===== src/sv/assert_macros.svh =====
// ----------------------------------------------------------------------------
// Assertion macros
// Shared wrappers for concurrent assertions clocked on clk, reset by arst_n.
// ----------------------------------------------------------------------------
`ifndef ASSERT_MACROS_SVH
`define ASSERT_MACROS_SVH

// The expression must hold at every clock edge outside reset.
`define ASSERT_ALWAYS(lbl, expr, msg) \
	lbl: assert property (@(posedge clk) disable iff (!arst_n) (expr)) else $error(msg);

// When the antecedent holds, the consequent must hold at the next clock edge.
`define ASSERT_NEXT(lbl, ante, cons, msg) \
	lbl: assert property (@(posedge clk) disable iff (!arst_n) (ante) |=> (cons)) else $error(msg);

`endif


===== src/sv/ibmt_pkg.sv =====
// ----------------------------------------------------------------------------
// Instrument bus master package
// Types, codes and the request frame builder shared by the master's modules.
// ----------------------------------------------------------------------------
`default_nettype none

package ibmt_pkg;

	localparam int REQ_BYTES = 8;
	localparam int REPLY_BYTES = 10;
	localparam int LEFT_W = $clog2(REQ_BYTES + 1);
	localparam int CNT_W = $clog2(REPLY_BYTES + 1);

	// Reply byte positions that carry meaning.
	localparam logic [CNT_W-1:0] RB_PV_HI = CNT_W'(1);
	localparam logic [CNT_W-1:0] RB_SV_HI = CNT_W'(3);
	localparam logic [CNT_W-1:0] RB_LEVEL = CNT_W'(4);
	localparam logic [CNT_W-1:0] RB_RUN = CNT_W'(5);
	localparam logic [CNT_W-1:0] RB_PVAL_HI = CNT_W'(7);
	localparam logic [CNT_W-1:0] RB_SUM_START = CNT_W'(8);
	localparam logic [CNT_W-1:0] RB_LAST = CNT_W'(REPLY_BYTES - 1);

	localparam logic [7:0] OP_WRITE = 8'h43;
	localparam logic [7:0] OP_READ = 8'h52;

	// Reciprocal of ten: (x * 52429) >> 19 equals x / 10 for any 16-bit x.
	localparam logic [15:0] DIV10_MUL = 16'd52429;
	localparam int DIV10_SHIFT = 19;

	typedef enum logic [1:0] {
		CMD_START = 2'd0,
		CMD_BYTE  = 2'd1,
		CMD_TICK  = 2'd2
	} cmd_e;

	typedef enum logic [1:0] {
		KIND_TX   = 2'd0,
		KIND_OK   = 2'd1,
		KIND_FAIL = 2'd2
	} kind_e;

	typedef enum logic [1:0] {
		CFG_DEV_ADDR = 2'd0,
		CFG_MAX_ATT  = 2'd1,
		CFG_TIMEOUT  = 2'd2
	} cfg_idx_e;

	typedef logic [REQ_BYTES-1:0][7:0] frame_t;

	typedef struct packed {
		logic [6:0]  dev_addr;
		logic [2:0]  max_att;
		logic [15:0] timeout;
	} ibmt_cfg_t;

	typedef struct packed {
		logic [1:0]  cmd;
		logic        is_write;
		logic [7:0]  param_addr;
		logic [15:0] write_data;
		logic [7:0]  rx_byte;
	} ibmt_item_t;

	typedef struct packed {
		logic        valid;
		kind_e       kind;
		frame_t      frame;
		logic [12:0] pv;
		logic [12:0] sv;
		logic [7:0]  level;
		logic [7:0]  run;
		logic [15:0] pval;
	} ibmt_res_t;

	// Builds the request frame; element 0 is the first byte on the wire.
	function automatic frame_t build_frame(input logic wr, input logic [7:0] param,
			input logic [15:0] data, input logic [6:0] addr);
		logic [7:0]  op;
		logic [15:0] d;
		logic [15:0] sum;
		frame_t      f;
		op = wr ? OP_WRITE : OP_READ;
		d = wr ? data : 16'h0000;
		sum = {param, 8'h00} + {8'h00, op} + d + {9'd0, addr};
		f[0] = {1'b1, addr};
		f[1] = {1'b1, addr};
		f[2] = op;
		f[3] = param;
		f[4] = d[7:0];
		f[5] = d[15:8];
		f[6] = sum[7:0];
		f[7] = sum[15:8];
		return f;
	endfunction

endpackage

`default_nettype wire


===== src/sv/ibmt_ctrl.sv =====
// ----------------------------------------------------------------------------
// Instrument bus master transaction control
// Keeps the transaction state and turns one item into its burst of results.
// ----------------------------------------------------------------------------
`default_nettype none

module ibmt_ctrl import ibmt_pkg::*; (
	input  wire logic       clk,
	input  wire logic       arst_n,
	input  wire logic       fire,
	input  wire ibmt_item_t item,
	input  wire ibmt_cfg_t  cfg,
	output ibmt_res_t       res
);

	typedef enum logic {
		PH_IDLE,
		PH_WAIT
	} phase_e;

	phase_e            phase_q, phase_n;
	logic              req_write_q, req_write_n;
	logic [7:0]        req_param_q, req_param_n;
	logic [15:0]       req_data_q, req_data_n;
	logic [CNT_W-1:0]  count_q, count_n;
	logic [15:0]       wait_q, wait_n;
	logic [2:0]        att_q, att_n;
	logic [7:0]        lo_q, lo_n;
	logic [15:0]       sum_q, sum_n;
	logic [12:0]       pv_q, pv_n;
	logic [12:0]       sv_q, sv_n;
	logic [7:0]        level_q, level_n;
	logic [7:0]        run_q, run_n;
	logic [15:0]       pval_q, pval_n;

	logic [15:0] rx_word;
	logic [31:0] div_prod;
	logic [12:0] div_q10;
	logic        send;
	logic        retry;

	// One shared multiplier divides the reply word just completed by ten.
	assign rx_word = {item.rx_byte, lo_q};
	assign div_prod = {16'h0000, rx_word} * {16'h0000, DIV10_MUL};
	assign div_q10 = div_prod[DIV10_SHIFT +: 13];

	always_comb begin
		phase_n = phase_q;
		req_write_n = req_write_q;
		req_param_n = req_param_q;
		req_data_n = req_data_q;
		count_n = count_q;
		wait_n = wait_q;
		att_n = att_q;
		lo_n = lo_q;
		sum_n = sum_q;
		pv_n = pv_q;
		sv_n = sv_q;
		level_n = level_q;
		run_n = run_q;
		pval_n = pval_q;
		send = 1'b0;
		retry = 1'b0;
		res = '0;
		res.kind = KIND_TX;

		if (fire) begin
			case (item.cmd)
				CMD_START: begin
					req_write_n = item.is_write;
					req_param_n = item.param_addr;
					req_data_n = item.write_data;
					att_n = (cfg.max_att == 3'd0) ? 3'd0 : cfg.max_att - 3'd1;
					send = 1'b1;
				end
				CMD_BYTE: begin
					if (phase_q == PH_WAIT) begin
						count_n = count_q + CNT_W'(1);
						if (!count_q[0]) begin
							lo_n = item.rx_byte;
						end
						if (count_q < RB_SUM_START) begin
							sum_n = count_q[0] ? sum_q + {item.rx_byte, 8'h00}
								: sum_q + {8'h00, item.rx_byte};
						end
						if (count_q == RB_PV_HI) begin
							pv_n = div_q10;
						end
						if (count_q == RB_SV_HI) begin
							sv_n = div_q10;
						end
						if (count_q == RB_LEVEL) begin
							level_n = item.rx_byte;
						end
						if (count_q == RB_RUN) begin
							run_n = item.rx_byte;
						end
						if (count_q == RB_PVAL_HI) begin
							pval_n = rx_word;
						end
						if (count_q == RB_LAST) begin
							if (rx_word == sum_q + {9'd0, cfg.dev_addr}) begin
								phase_n = PH_IDLE;
								count_n = '0;
								wait_n = '0;
								res.valid = 1'b1;
								res.kind = KIND_OK;
								res.pv = pv_q;
								res.sv = sv_q;
								res.level = level_q;
								res.run = run_q;
								res.pval = pval_q;
							end else begin
								retry = 1'b1;
							end
						end
					end
				end
				CMD_TICK: begin
					if (phase_q == PH_WAIT) begin
						if (wait_q > 16'd1) begin
							wait_n = wait_q - 16'd1;
						end else begin
							retry = 1'b1;
						end
					end
				end
				default: begin
				end
			endcase
		end

		if (retry) begin
			if (att_q != 3'd0) begin
				att_n = att_q - 3'd1;
				send = 1'b1;
			end else begin
				phase_n = PH_IDLE;
				count_n = '0;
				wait_n = '0;
				res.valid = 1'b1;
				res.kind = KIND_FAIL;
			end
		end

		if (send) begin
			phase_n = PH_WAIT;
			count_n = '0;
			sum_n = '0;
			wait_n = (cfg.timeout == 16'd0) ? 16'd1 : cfg.timeout;
			res.valid = 1'b1;
			res.kind = KIND_TX;
			res.frame = build_frame(req_write_n, req_param_n, req_data_n, cfg.dev_addr);
		end
	end

	always_ff @(posedge clk or negedge arst_n) begin
		if (!arst_n) begin
			phase_q <= PH_IDLE;
			req_write_q <= 1'b0;
			req_param_q <= '0;
			req_data_q <= '0;
			count_q <= '0;
			wait_q <= '0;
			att_q <= '0;
			sum_q <= '0;
		end else begin
			phase_q <= phase_n;
			req_write_q <= req_write_n;
			req_param_q <= req_param_n;
			req_data_q <= req_data_n;
			count_q <= count_n;
			wait_q <= wait_n;
			att_q <= att_n;
			sum_q <= sum_n;
		end
	end

	// Reply payload bytes; only read after being written in the same reply.
	always_ff @(posedge clk) begin
		lo_q <= lo_n;
		pv_q <= pv_n;
		sv_q <= sv_n;
		level_q <= level_n;
		run_q <= run_n;
		pval_q <= pval_n;
	end

endmodule

`default_nettype wire


===== src/sv/instrument_bus_master_transaction_top.sv =====
// ----------------------------------------------------------------------------
// Instrument bus master transaction
// Master side of a serial instrument protocol with checksum and retries.
// ----------------------------------------------------------------------------
// A start item latches read or write, the parameter address and the write
// data, and produces eight transmit-byte results: the request frame, the last
// one marked by last_of_run. Received-byte items fill a ten-byte reply; the
// tenth byte closes it, and the block then reports success with the decoded
// fields or, on a checksum mismatch, resends the request. Tick items count
// down the reply timeout, and an expired timeout also resends. When all
// attempts are used the block reports failure. Items that cause no result can
// arrive in every cycle while the result register can load. A start item or
// a retry holds the output register while the frame bytes shift out one per
// cycle as out_ready allows, so the item after it is taken as soon as the
// last frame byte leaves. Configuration is written through its own port with
// ready always high, and must only change while no transaction is pending.
`default_nettype none

`include "assert_macros.svh"

module instrument_bus_master_transaction_top import ibmt_pkg::*; (
	input  wire logic        clk,
	input  wire logic        arst_n,
	// Configuration write channel.
	input  wire logic        cfg_valid,
	output logic             cfg_ready,
	input  wire logic [1:0]  cfg_index,
	input  wire logic [15:0] cfg_data,
	// Input item channel.
	input  wire logic        in_valid,
	output logic             in_ready,
	input  wire logic [1:0]  cmd,
	input  wire logic        is_write,
	input  wire logic [7:0]  param_addr,
	input  wire logic [15:0] write_data,
	input  wire logic [7:0]  rx_byte,
	// Result item channel.
	output logic             out_valid,
	input  wire logic        out_ready,
	output logic [1:0]       kind,
	output logic [7:0]       tx_byte,
	output logic             last_of_run,
	output logic [12:0]      pv_degrees,
	output logic [12:0]      sv_degrees,
	output logic [7:0]       output_level,
	output logic [7:0]       run_state,
	output logic [15:0]      param_value
);

	ibmt_cfg_t  cfg_q;
	ibmt_item_t item_s1;
	logic       in_valid_s1;
	ibmt_res_t  res;
	logic       fire;
	logic       can_load;
	logic       out_take;

	logic              out_valid_q;
	logic [LEFT_W-1:0] out_left_q;
	kind_e             kind_q;
	frame_t            frame_q;
	logic [12:0]       pv_q;
	logic [12:0]       sv_q;
	logic [7:0]        level_q;
	logic [7:0]        run_q;
	logic [15:0]       pval_q;

	// Configuration registers; writes outside the list are dropped.
	assign cfg_ready = 1'b1;

	always_ff @(posedge clk or negedge arst_n) begin
		if (!arst_n) begin
			cfg_q.dev_addr <= 7'd1;
			cfg_q.max_att <= 3'd5;
			cfg_q.timeout <= 16'd200;
		end else if (cfg_valid) begin
			case (cfg_index)
				CFG_DEV_ADDR: cfg_q.dev_addr <= cfg_data[6:0];
				CFG_MAX_ATT:  cfg_q.max_att <= cfg_data[2:0];
				CFG_TIMEOUT:  cfg_q.timeout <= cfg_data;
				default: begin
				end
			endcase
		end
	end

	// The result register can take a new burst when it is empty or when its
	// final result is being taken in this cycle.
	assign out_take = out_valid_q && out_ready;
	assign can_load = !out_valid_q || (out_ready && out_left_q == LEFT_W'(1));
	assign fire = in_valid_s1 && can_load;
	assign in_ready = !in_valid_s1 || can_load;

	// Input register.
	always_ff @(posedge clk or negedge arst_n) begin
		if (!arst_n) begin
			in_valid_s1 <= 1'b0;
		end else if (in_valid && in_ready) begin
			in_valid_s1 <= 1'b1;
		end else if (fire) begin
			in_valid_s1 <= 1'b0;
		end
	end

	always_ff @(posedge clk) begin
		if (in_valid && in_ready) begin
			item_s1.cmd <= cmd;
			item_s1.is_write <= is_write;
			item_s1.param_addr <= param_addr;
			item_s1.write_data <= write_data;
			item_s1.rx_byte <= rx_byte;
		end
	end

	ibmt_ctrl u_ctrl (
		.clk    (clk),
		.arst_n (arst_n),
		.fire   (fire),
		.item   (item_s1),
		.cfg    (cfg_q),
		.res    (res)
	);

	// Result register: holds a burst and shifts the frame one byte per result.
	always_ff @(posedge clk or negedge arst_n) begin
		if (!arst_n) begin
			out_valid_q <= 1'b0;
			out_left_q <= '0;
			kind_q <= KIND_TX;
		end else if (fire && res.valid) begin
			out_valid_q <= 1'b1;
			out_left_q <= (res.kind == KIND_TX) ? LEFT_W'(REQ_BYTES) : LEFT_W'(1);
			kind_q <= res.kind;
		end else if (out_take) begin
			out_left_q <= out_left_q - LEFT_W'(1);
			out_valid_q <= (out_left_q != LEFT_W'(1));
		end
	end

	always_ff @(posedge clk) begin
		if (fire && res.valid) begin
			frame_q <= res.frame;
			pv_q <= res.pv;
			sv_q <= res.sv;
			level_q <= res.level;
			run_q <= res.run;
			pval_q <= res.pval;
		end else if (out_take) begin
			frame_q <= {8'h00, frame_q[REQ_BYTES-1:1]};
		end
	end

	assign out_valid = out_valid_q;
	assign kind = kind_q;
	assign tx_byte = frame_q[0];
	assign last_of_run = (out_left_q == LEFT_W'(1));
	assign pv_degrees = pv_q;
	assign sv_degrees = sv_q;
	assign output_level = level_q;
	assign run_state = run_q;
	assign param_value = pval_q;

	// The burst counter is nonzero exactly while a result is held.
	`ASSERT_ALWAYS(a_left_tracks_valid, out_valid_q == (out_left_q != '0), "burst count mismatch")
	// A status result never forms a multi-item burst.
	`ASSERT_ALWAYS(a_status_single, !out_valid_q || kind_q == KIND_TX || out_left_q == LEFT_W'(1), "status burst too long")
	// Taking a frame byte that is not the last one leaves the rest of the burst.
	`ASSERT_NEXT(a_burst_advance, out_take && out_left_q > LEFT_W'(1), out_valid_q && out_left_q == $past(out_left_q) - LEFT_W'(1), "frame burst did not advance")
	// An item held in the input register waits until the result register frees.
	`ASSERT_NEXT(a_input_held, in_valid_s1 && !can_load, in_valid_s1 && $stable(item_s1), "stalled item lost")

endmodule

`default_nettype wire


===== config.mk =====
export PLATFORM = sky130hd
export DESIGN_NAME = instrument_bus_master_transaction_top
export DESIGN_NICKNAME = d
export VERILOG_FILES = /design/src/sv/ibmt_pkg.sv /design/src/sv/ibmt_ctrl.sv /design/src/sv/instrument_bus_master_transaction_top.sv
export VERILOG_INCLUDE_DIRS = /design/src /design/src/sv
export SDC_FILE = /design/constraint.sdc
export NUM_CORES = 1
export LEC_CHECK = 0
export BUFFER_PORTS_ARGS = -buffer_cell sky130_fd_sc_hd__buf_2
export CORE_MARGIN = 2
export CORE_UTILIZATION = 47
export DETAILED_ROUTE_END_ITERATION = 6
export GPL_TIMING_DRIVEN = 1
export HOLD_SLACK_MARGIN = 0.15
export PLACE_DENSITY = 0.67
export SETUP_SLACK_MARGIN = 0.1
export SLEW_MARGIN = 20
export SYNTH_ARGS = -nofsm -noshare
export SYNTH_HDL_FRONTEND = slang
export SYNTH_SLANG_ARGS = --single-unit

===== constraint.sdc =====
create_clock -name clk -period 5.9 [get_ports clk]
set_clock_uncertainty 0.15 [all_clocks]
set_input_delay 0.295 -clock clk [delete_from_list [all_inputs] [get_ports clk]]
set_output_delay 0.295 -clock clk [all_outputs]
set_load 0.005 [all_outputs]

==> impl_metrics.json, run 1 <==
{
  "dp_hpwl_um": 31800,
  "antenna_found_initial": 3,
  "grt_pass1_vias": 12900,
  "nets": 2203,
  "synth_flop_cell": "edfxtp_1",
  "synthCells": 1627,
  "cp_max_fo": 3,
  "cp.arrival_ns": 5.98,
  "yosysTopAreaCell": "edfxtp_1",
  "multi_input_area_sq_um": 9050,
  "cp-start-kind": "flop",
  "clk_latency_ns": 0.56,
  "cts_sinks": 322,
  "rsz0062_at_grt": "true",
  "ios": 130,
  "status": "finished, final reports clean",
  "ys_types": 76,
  "syn_nets": 1963,
  "drive_above_1_share": 0.172,
  "setup_viol": 0,
  "synth-seq-cells": 322,
  "dieArea_sq_um": 42300,
  "max_clock_freq_ghz": 0.171,
  "numCtsBuffers": 36,
  "initial_core_util": 0.479,
  "synth_area_leaders": "edfxtp_1, ha_1, dfrtp_1, fa_1, inv_1",
  "required_ns": 6.05,
  "yosys_warnings": 0,
  "slew_headroom": 0.313,
  "avgSynthCellArea_sq_um": 11.7,
  "critical_path_class": "flop to flop",
  "gp_congestion": 0.910,
  "endpoint_kind": "flop",
  "finalWirelength_um": 44300,
  "fin_crit_sh": 0.989,
  "async_flop_share": 0.307,
  "area_growth_pct": 18.6,
  "dpl_cell_area_sq_um": 20600,
  "viasPerCell": 5.30,
  "io_buffers": 128,
  "grt.overflow.total": 0,
  "fp.dieW_um": 206,
  "max_cap_viol_count": 0,
  "grt_use_total": 0.216,
  "final_area_sq_um": 22700,
  "finalCriticalPeriod_ns": 5.83,
  "ys_seq_area_frac": 0.480,
  "path_clk_slew_ns": 0.06,
  "cts-root-buf": "clkbuf_16",
  "die_h_um": 206,
  "synth_edf_count": 223,
  "dr.pass1.iters": 5,
  "drc": 0,
  "tritoncts": "yes",
  "yosys.area.top_type_share": 0.350,
  "hold_path.class": "input port to flop",
  "postRouteAntennaNets": 0,
  "routedWlPerCell_um": 18.3,
  "hold_viol": 0,
  "vias": 12800,
  "core_area_sq_um": 39900,
  "fp-row-count": 73,
  "maxSlewViolCount": 0,
  "n_fill_cell": 3312,
  "drt_iter0_markers": 802,
  "cts_buffer_depth": 3,
  "seq_area_sq_um": 9180,
  "cts_max_level": 2,
  "grt_pass1_wl_um": 70400,
  "worstMarginPinSlew_ns": 1.03,
  "grt_max_degree": 75,
  "syn_area_sq_um": 19100
}
logic make-up (layout without fill, tap and decap cells):
logic type | after synthesis | after routing | synth area share
flops | 322 | 322 | 0.480
other cells | 1 | 4 | 0.000196
xor+xnor | 69 | 69 | 0.0316
fa+ha+maj | 278 | 278 | 0.215
simple gates | 404 | 404 | 0.104
compound gates | 256 | 256 | 0.0905
mux | 44 | 44 | 0.0246
buf+inv | 253 | 521 | 0.0536
cell usage after synthesis (6+ instances only):
cell type / instances
nand3_1: 20
nor3_1: 17
a22o_1: 33
and2_1: 69
a21oi_1: 53
mux2_2: 23
dfstp_2: 6
o31ai_1: 6
o21bai_1: 10
fa_1: 85
o21a_1: 8
buf_2: 16
a21o_1: 14
ha_1: 193
nand4_1: 8
inv_1: 200
nor2b_1: 7
edfxtp_1: 223
or3_1: 10
buf_4: 10
nor4_1: 10
nand2_1: 143
a211oi_1: 11
o21ai_0: 62
and3_1: 12
a31oi_1: 11
dfrtp_1: 93
mux2i_1: 21
clkbuf_1: 22
xnor2_1: 45
nor2_1: 77
xor2_1: 24
flip-flops by register name, indices dropped and copies added (netlist names), 13 cells and up:
name,flops
cfg_q,26
frame_q,56
item_s1,35
param_value,16
pv_degrees,13
sv_degrees,13
u_ctrl.pv_q,13
u_ctrl.pval_q,16
u_ctrl.req_data_q,16
u_ctrl.sum_q,16
u_ctrl.sv_q,13
u_ctrl.wait_q,16
worst paths after layout:
path                                start                    end  slack (ns)  cells past startpoint
min in group asynchronous          arst_n  u_ctrl.req_param_q[1]        0.65                      4
max                        u_ctrl.lo_q[3]        u_ctrl.sv_q[10]        0.07                     22
min                         write_data[9]            item_s1[17]        0.30                      2
max reg2reg                u_ctrl.lo_q[3]        u_ctrl.sv_q[10]        0.07                     22
max in group asynchronous          arst_n       u_ctrl.sum_q[12]        3.97                      4
min reg2reg                       kind[0]                kind[0]        0.34                      1
final cells by class:
class                   count  area share
well taps                 525      0.0290
clock inverters            19     0.00784
multi-input cells        1052       0.399
repair buffers            254      0.0779
inverters                 201      0.0333
diodes                      3    0.000331
flip-flops and latches    322       0.405
clock buffers              47      0.0475
stage by stage:
stage | setup slack (ns) | TNS, ns | hold slack, ns | instances | util
after floorplan | 0.151 | 0 | -0.151 | 1627 | -
after global placement | -0.0752 | -0.195 | 0.0855 | 2282 | 0.516
after detailed placement | -0.163 | -0.537 | 0.0843 | 2282 | 0.516
after CTS | 0.104 | 0 | 0.265 | 2417 | 0.565
after global routing | -0.0916 | -0.453 | 0.292 | 2420 | 0.568
final | 0.0674 | 0 | 0.301 | 2423 | 0.568
worst max-delay path: stages (launching register included):
cell	delay (ns)
edfxtp_1	0.49
ha_4	0.32
inv_2	0.04
fa_1	0.50
inv_1	0.06
fa_1	0.51
fa_1	0.43
fa_1	0.50
inv_1	0.05
fa_1	0.47
inv_1	0.04
ha_1	0.27
o21a_1	0.20
o211a_1	0.23
a221o_1	0.33
nand2_2	0.10
o21ai_4	0.07
a221oi_4	0.28
buf_4	0.16
buf_6	0.09
nor2b_4	0.04
o21ai_1	0.14
a21oi_1	0.10
routing by layer:
layer,part of all wire,routed length [um],vias to the layer above,GRT usage
met5,0.00029,13,-,0
met4,0.025,1100,2,0.0663
met3,0.047,2060,72,0.0318
met2,0.48,21300,291,0.359
met1,0.45,19800,6326,0.293
li1,-,-,6142,-
cells in the final DEF (no fill, tap or decap), types with 44 or more instances in the layout:
master,count
a21oi_1,53
and2_1,68
buf_2,127
buf_4,65
dfrtp_1,93
dlygate4sd3_1,59
edfxtp_1,223
fa_1,85
ha_1,190
inv_1,199
nand2_1,141
nor2_1,75
o21ai_0,59
xnor2_1,44
repair_timing:
action / 4_1_cts / 5_1_grt
gates resized for setup: 4 / 17
endpoints found under the hold margin: 92 / 0
pin swaps: 3 / 7
cloned: 0 / 0
setup buffers: 9 / 3
hold buffers: 60 / 0
endpoints found under the setup margin: 8 / 9
Power of run 1 is left out: the tool's default activity adds up to more than one toggle a clock period on the data nets, which glitch-free logic cannot reach.
==> run 2: changes to the inputs <==
--- a/config.mk
+++ b/config.mk
@@ -17,4 +17,5 @@
 export SLEW_MARGIN = 20
 export SYNTH_ARGS = -nofsm -noshare
 export SYNTH_HDL_FRONTEND = slang
+export SYNTH_HIERARCHICAL = 1
 export SYNTH_SLANG_ARGS = --single-unit
==> impl_metrics.json, run 2 <==
{
  "ys_seq_area_frac": 0.462,
  "worstMarginPinSlew_ns": 0.973,
  "yosys.cell_count.top_type": "edfxtp_1",
  "synth-xor-area-share": 0.0291,
  "setup_tns_ns": 0,
  "dieArea_sq_um": 44000,
  "slew_headroom": 0.349,
  "synth_edf_count": 223,
  "largestRegisters": "frame_q (56), item_s1 (35), cfg_q (26)",
  "numCtsBuffers": 36,
  "finalCriticalPeriod_ns": 5.85,
  "cts_buffer_depth": 3,
  "fin_crit_sh": 0.991,
  "grt_use_total": 0.211,
  "layout_common_cells": "edfxtp_1, ha_1, inv_1",
  "gp_congestion": 0.917,
  "required_ns": 6.03,
  "async_flop_share": 0.307,
  "antenna_found_initial": 0,
  "yosysTopAreaCell": "edfxtp_1",
  "synth_area_leaders": "edfxtp_1, ha_1, dfrtp_1, fa_1, mux2_4",
  "cp-start-kind": "flop",
  "clk_latency_ns": 0.55,
  "cp_max_fo": 3,
  "endpoint_kind": "flop",
  "synth-seq-cells": 322,
  "ys_types": 79,
  "hold_viol": 0,
  "fp.dieW_um": 210,
  "drive_above_1_share": 0.211,
  "hold_path.class": "input port to async pin",
  "maxSlewViolCount": 0,
  "dr.pass1.iters": 5,
  "area_growth_pct": 17.4,
  "viasPerCell": 5.24,
  "syn_area_sq_um": 19900,
  "finalWirelength_um": 45300,
  "dp_hpwl_um": 33500,
  "grt.overflow.total": 0,
  "initial_core_util": 0.475,
  "nets": 2228,
  "rsz0062_at_grt": "true",
  "yosys.area.top_type_share": 0.337,
  "grt_max_degree": 65,
  "worst-r2r-setup-slack_ns": 0.05,
  "synth_flop_cell": "edfxtp_1",
  "status": "finished, final reports clean",
  "path_clk_slew_ns": 0.07,
  "max_cap_viol_count": 0,
  "synthAdderAreaFrac": 0.206,
  "yosys_warnings": 6,
  "synthSimpleGateAreaFrac": 0.109,
  "postRouteAntennaNets": 0,
  "die_h_um": 210,
  "grt_pass1_vias": 13500,
  "max_clock_freq_ghz": 0.171,
  "cts-root-buf": "clkbuf_16",
  "fp-row-count": 75,
  "synth_compound_area_frac": 0.0631,
  "avgSynthCellArea_sq_um": 12.0,
  "ios": 130,
  "synth_top_family_by_area": "adder cells",
  "largest_register_ffs": 56,
  "top_register": "frame_q",
  "setup_viol": 0,
  "reg2reg_depth": 20,
  "grt_pass1_wl_um": 71800,
  "ys_top_cells_by_count": "edfxtp_1, ha_1, inv_1, nand2_1",
  "drc": 0,
  "cts_sinks": 322,
  "synthCells": 1654,
  "cp.arrival_ns": 5.97,
  "diodes": 0,
  "tritoncts": "yes",
  "final_common_cell": "edfxtp_1",
  "critical_path_class": "flop to flop",
  "vias": 12900,
  "routedWlPerCell_um": 18.4,
  "synth_mux_area_frac": 0.0731,
  "drt_iter0_markers": 923,
  "io_buffers": 128,
  "cts_max_level": 2,
  "core_area_sq_um": 41900
}
-- run 2: cell types whose count changed after synthesis, moves of 8 or more --
cell,delta
mux2_4,+57
nand2_1,-39
a22o_1,-32
and2_1,+19
buf_4,+17
nor2_1,+16
o21ai_0,-16
mux2_2,+15
inv_1,-14
nor3_1,+14
nand4_1,+8
or2_2,+8
-- run 2: path summary, 6_finish.rpt --
path	startpoint	end
worst max-delay path	u_ctrl/lo_q[3]	u_ctrl/pv_q[12]
worst min-delay path	arst_n	u_ctrl/sum_q[13]
worst max register to register	u_ctrl/lo_q[3]	u_ctrl/pv_q[12]
worst min register to register	u_ctrl/att_q[0]	u_ctrl/att_q[0]
max in group asynchronous	arst_n	cfg_q[17]
min in group clk	param_addr[7]	item_s1[31]
-- run 2: logic make-up after synthesis --
kind of cell	after synthesis
buffers and inverters	258
multiplexers	112
AND/OR/NAND/NOR	427
XOR/XNOR	66
other	2
AO/OA/AOI/OAI	190
adder cells (fa/ha/maj)	277
flip-flops	322
-- run 2: layout make-up --
type | count | area (sq um)
Fill cell | 3466 | 18500
Multi-Input combinational cell | 1077 | 9710
Sequential cell | 322 | 9180
Timing Repair Buffer | 268 | 1890
Clock buffer | 52 | 1050
Inverter | 188 | 709
Tap cell | 539 | 674
Clock inverter | 13 | 114
-- run 2: worst max-delay path, cell delays in order (launching register included) --
cell,delay [ns]
edfxtp_1,0.41
buf_4,0.17
ha_4,0.27
inv_1,0.05
fa_1,0.50
inv_1,0.05
fa_1,0.46
fa_2,0.58
fa_1,0.43
fa_1,0.55
ha_4,0.22
nand4_1,0.12
nor2_1,0.08
a221o_1,0.36
o2bb2ai_2,0.14
a41o_1,0.21
a211o_1,0.29
and2_4,0.17
o21a_1,0.18
nor2_1,0.11
xnor2_1,0.10
-- run 2: what timing repair did --
item,CTS,global route
setup endpoints to repair,8,13
buffers inserted,13,3
endpoints found under the hold margin,112,0
hold buffers,62,0
gates resized for setup,8,7
pin swaps,6,1
-- run 2: layer usage --
| layer | wire length [um] | GRT usage | up-vias |
|---|---|---|---|
| li1 | - | - | 6178 |
| met4 | 1450 | 0.0756 | 0 |
| met2 | 21900 | 0.349 | 294 |
| met5 | 0 | 0 | - |
| met1 | 20000 | 0.280 | 6324 |
| met3 | 2000 | 0.0364 | 84 |
-- run 2: through the flow --
step | util | setup WS [ns] | hold WS (ns) | area (sq um) | std cells
after detailed placement | 0.509 | -0.0315 | 0.238 | 21300 | 2316
after CTS | 0.556 | 0.0910 | 0.202 | 23300 | 2456
final | 0.558 | 0.0548 | 0.201 | 23300 | 2459
after floorplan | - | 0.131 | -0.151 | 19900 | 1657
after global placement | 0.509 | 0.0152 | 0.231 | 21300 | 2316
after global routing | 0.558 | -0.0911 | 0.249 | 23300 | 2459
Power of run 2 is left out for the same reason.
==> run 3: changes to the inputs <==
--- a/config.mk
+++ b/config.mk
@@ -6,7 +6,7 @@
 export SDC_FILE = /design/constraint.sdc
 export NUM_CORES = 1
 export LEC_CHECK = 0
-export BUFFER_PORTS_ARGS = -buffer_cell sky130_fd_sc_hd__buf_2
+export BUFFER_PORTS_ARGS = -buffer_cell sky130_fd_sc_hd__buf_4
 export CORE_MARGIN = 2
 export CORE_UTILIZATION = 47
 export DETAILED_ROUTE_END_ITERATION = 6
==> impl_metrics.json, run 3 (same netlist as run 2, synthesis figures left out) <==
{
  "worstMarginPinSlew_ns": 1.01,
  "antenna_found_initial": 1,
  "finalWirelength_um": 45800,
  "drc": 0,
  "vias": 12900,
  "fin_crit_sh": 1.00,
  "worst-r2r-setup-slack_ns": -0.01,
  "grt_use_total": 0.212,
  "endpoint_kind": "flop",
  "largest_register_ffs": 56,
  "numCtsBuffers": 37,
  "cts_buffer_depth": 3,
  "postRouteAntennaNets": 0,
  "core_area_sq_um": 41900,
  "cp-start-kind": "flop",
  "layout_common_cells": "edfxtp_1, buf_4, ha_1",
  "die_h_um": 210,
  "io_buffers": 128,
  "cp_max_fo": 4,
  "status": "complete, but fails checks",
  "r2r-start": "u_ctrl/lo_q[7]",
  "timing.rr.end": "u_ctrl/pv_q[9]",
  "reg2reg_depth": 21,
  "final_common_cell": "edfxtp_1",
  "viasPerCell": 5.27,
  "crit_path_end": "u_ctrl/pv_q[9]",
  "diodes": 0,
  "top_register": "frame_q",
  "max_clock_freq_ghz": 0.169,
  "fin_ws_ns": -0.0138,
  "nets": 2222,
  "grt_max_degree": 59,
  "max_cap_viol_count": 0,
  "fp.dieW_um": 210,
  "startpoint": "u_ctrl/lo_q[7]",
  "tritoncts": "yes",
  "routedWlPerCell_um": 18.7,
  "ios": 130,
  "grt_pass1_wl_um": 72100,
  "clk_latency_ns": 0.55,
  "hold_viol": 0,
  "critical_path_class": "flop to flop",
  "initial_core_util": 0.475,
  "grt.overflow.total": 0,
  "cts_sinks": 322,
  "dieArea_sq_um": 44000,
  "slew_headroom": 0.328,
  "largestRegisters": "frame_q (56), item_s1 (35), cfg_q (26)",
  "cts_max_level": 2,
  "required_ns": 6.02,
  "failed_checks": "negative setup slack",
  "drive_above_1_share": 0.219,
  "setup_viol": 2,
  "gp_congestion": 0.899,
  "dp_hpwl_um": 33500,
  "cts-root-buf": "clkbuf_16",
  "cp.arrival_ns": 6.03,
  "finalCriticalPeriod_ns": 5.91,
  "fp-row-count": 75,
  "path_clk_slew_ns": 0.06,
  "n_fill_cell": 3446,
  "hold_path.class": "input port to async pin",
  "grt_pass1_vias": 13400,
  "area_growth_pct": 19.7,
  "dp_slack_ns": 0.0121,
  "maxSlewViolCount": 0,
  "rsz0062_at_grt": "true",
  "dr.pass1.iters": 5,
  "drt_iter0_markers": 729
}
[run 3: how the worst min path moves through the flow]
stage | endpoint | cells past startpoint | from
floorplan | cfg_q[0] | 0 | arst_n
global placement | u_ctrl/sum_q[13] | 1 | arst_n
detailed placement | u_ctrl/sum_q[11] | 1 | arst_n
CTS | u_ctrl/sum_q[15] | 2 | arst_n
global route | u_ctrl/sum_q[15] | 2 | arst_n
finish | u_ctrl/sum_q[15] | 2 | arst_n
[run 3: metrics by stage]
step	hold slack (ns)	cells	setup TNS (ns)	util	instance area, sq um
4_1_cts	0.222	2444	0	0.563	23600
2_1_floorplan	-0.151	1657	0	-	19900
6_report	0.219	2453	-0.0216	0.568	23800
3_3_place_gp	0.245	2314	0	0.517	21600
3_5_place_dp	0.253	2314	0	0.517	21600
5_1_grt	0.279	2453	-0.585	0.568	23800
[run 3: what timing repair did]
action                                  CTS  global route
endpoints found under the hold margin   121             0
pin swaps                                11            13
hold buffers                             60             0
resized for setup                         9            30
buffers inserted                          4             9
endpoints found under the setup margin    4            17
[run 3: worst max-delay path, cell delays in order (launching register included)]
cell and delay [ns]:
edfxtp_1 0.51, ha_4 0.33, inv_2 0.04, fa_1 0.49
inv_2 0.04, fa_2 0.55, fa_1 0.43, fa_2 0.54
inv_2 0.03, fa_1 0.48, inv_2 0.05, ha_4 0.21
nand4_1 0.13, nor2_2 0.07, a221o_1 0.38, o2bb2ai_2 0.14
a41o_1 0.20, buf_4 0.14, or2_4 0.27, and2_4 0.19
a31oi_4 0.16, xnor2_2 0.10
[run 3: area by class of cell]
cell class	count	area, sq um	share of cell area
Multi-Input combinational cell	1077	9820	0.413
Sequential cell	322	9180	0.386
Timing Repair Buffer	261	2150	0.0904
Clock buffer	51	1040	0.0437
Inverter	188	709	0.0298
Tap cell	539	674	0.0283
Clock inverter	15	219	0.00920
[run 3: layer usage]
layer | GRT usage | up-vias | part of all wire
li1 | - | 6177 | -
met5 | 0 | - | 0
met1 | 0.281 | 6410 | 0.44
met4 | 0.0768 | 0 | 0.033
met3 | 0.0343 | 74 | 0.038
met2 | 0.353 | 272 | 0.48
Power of run 3 is left out for the same reason.
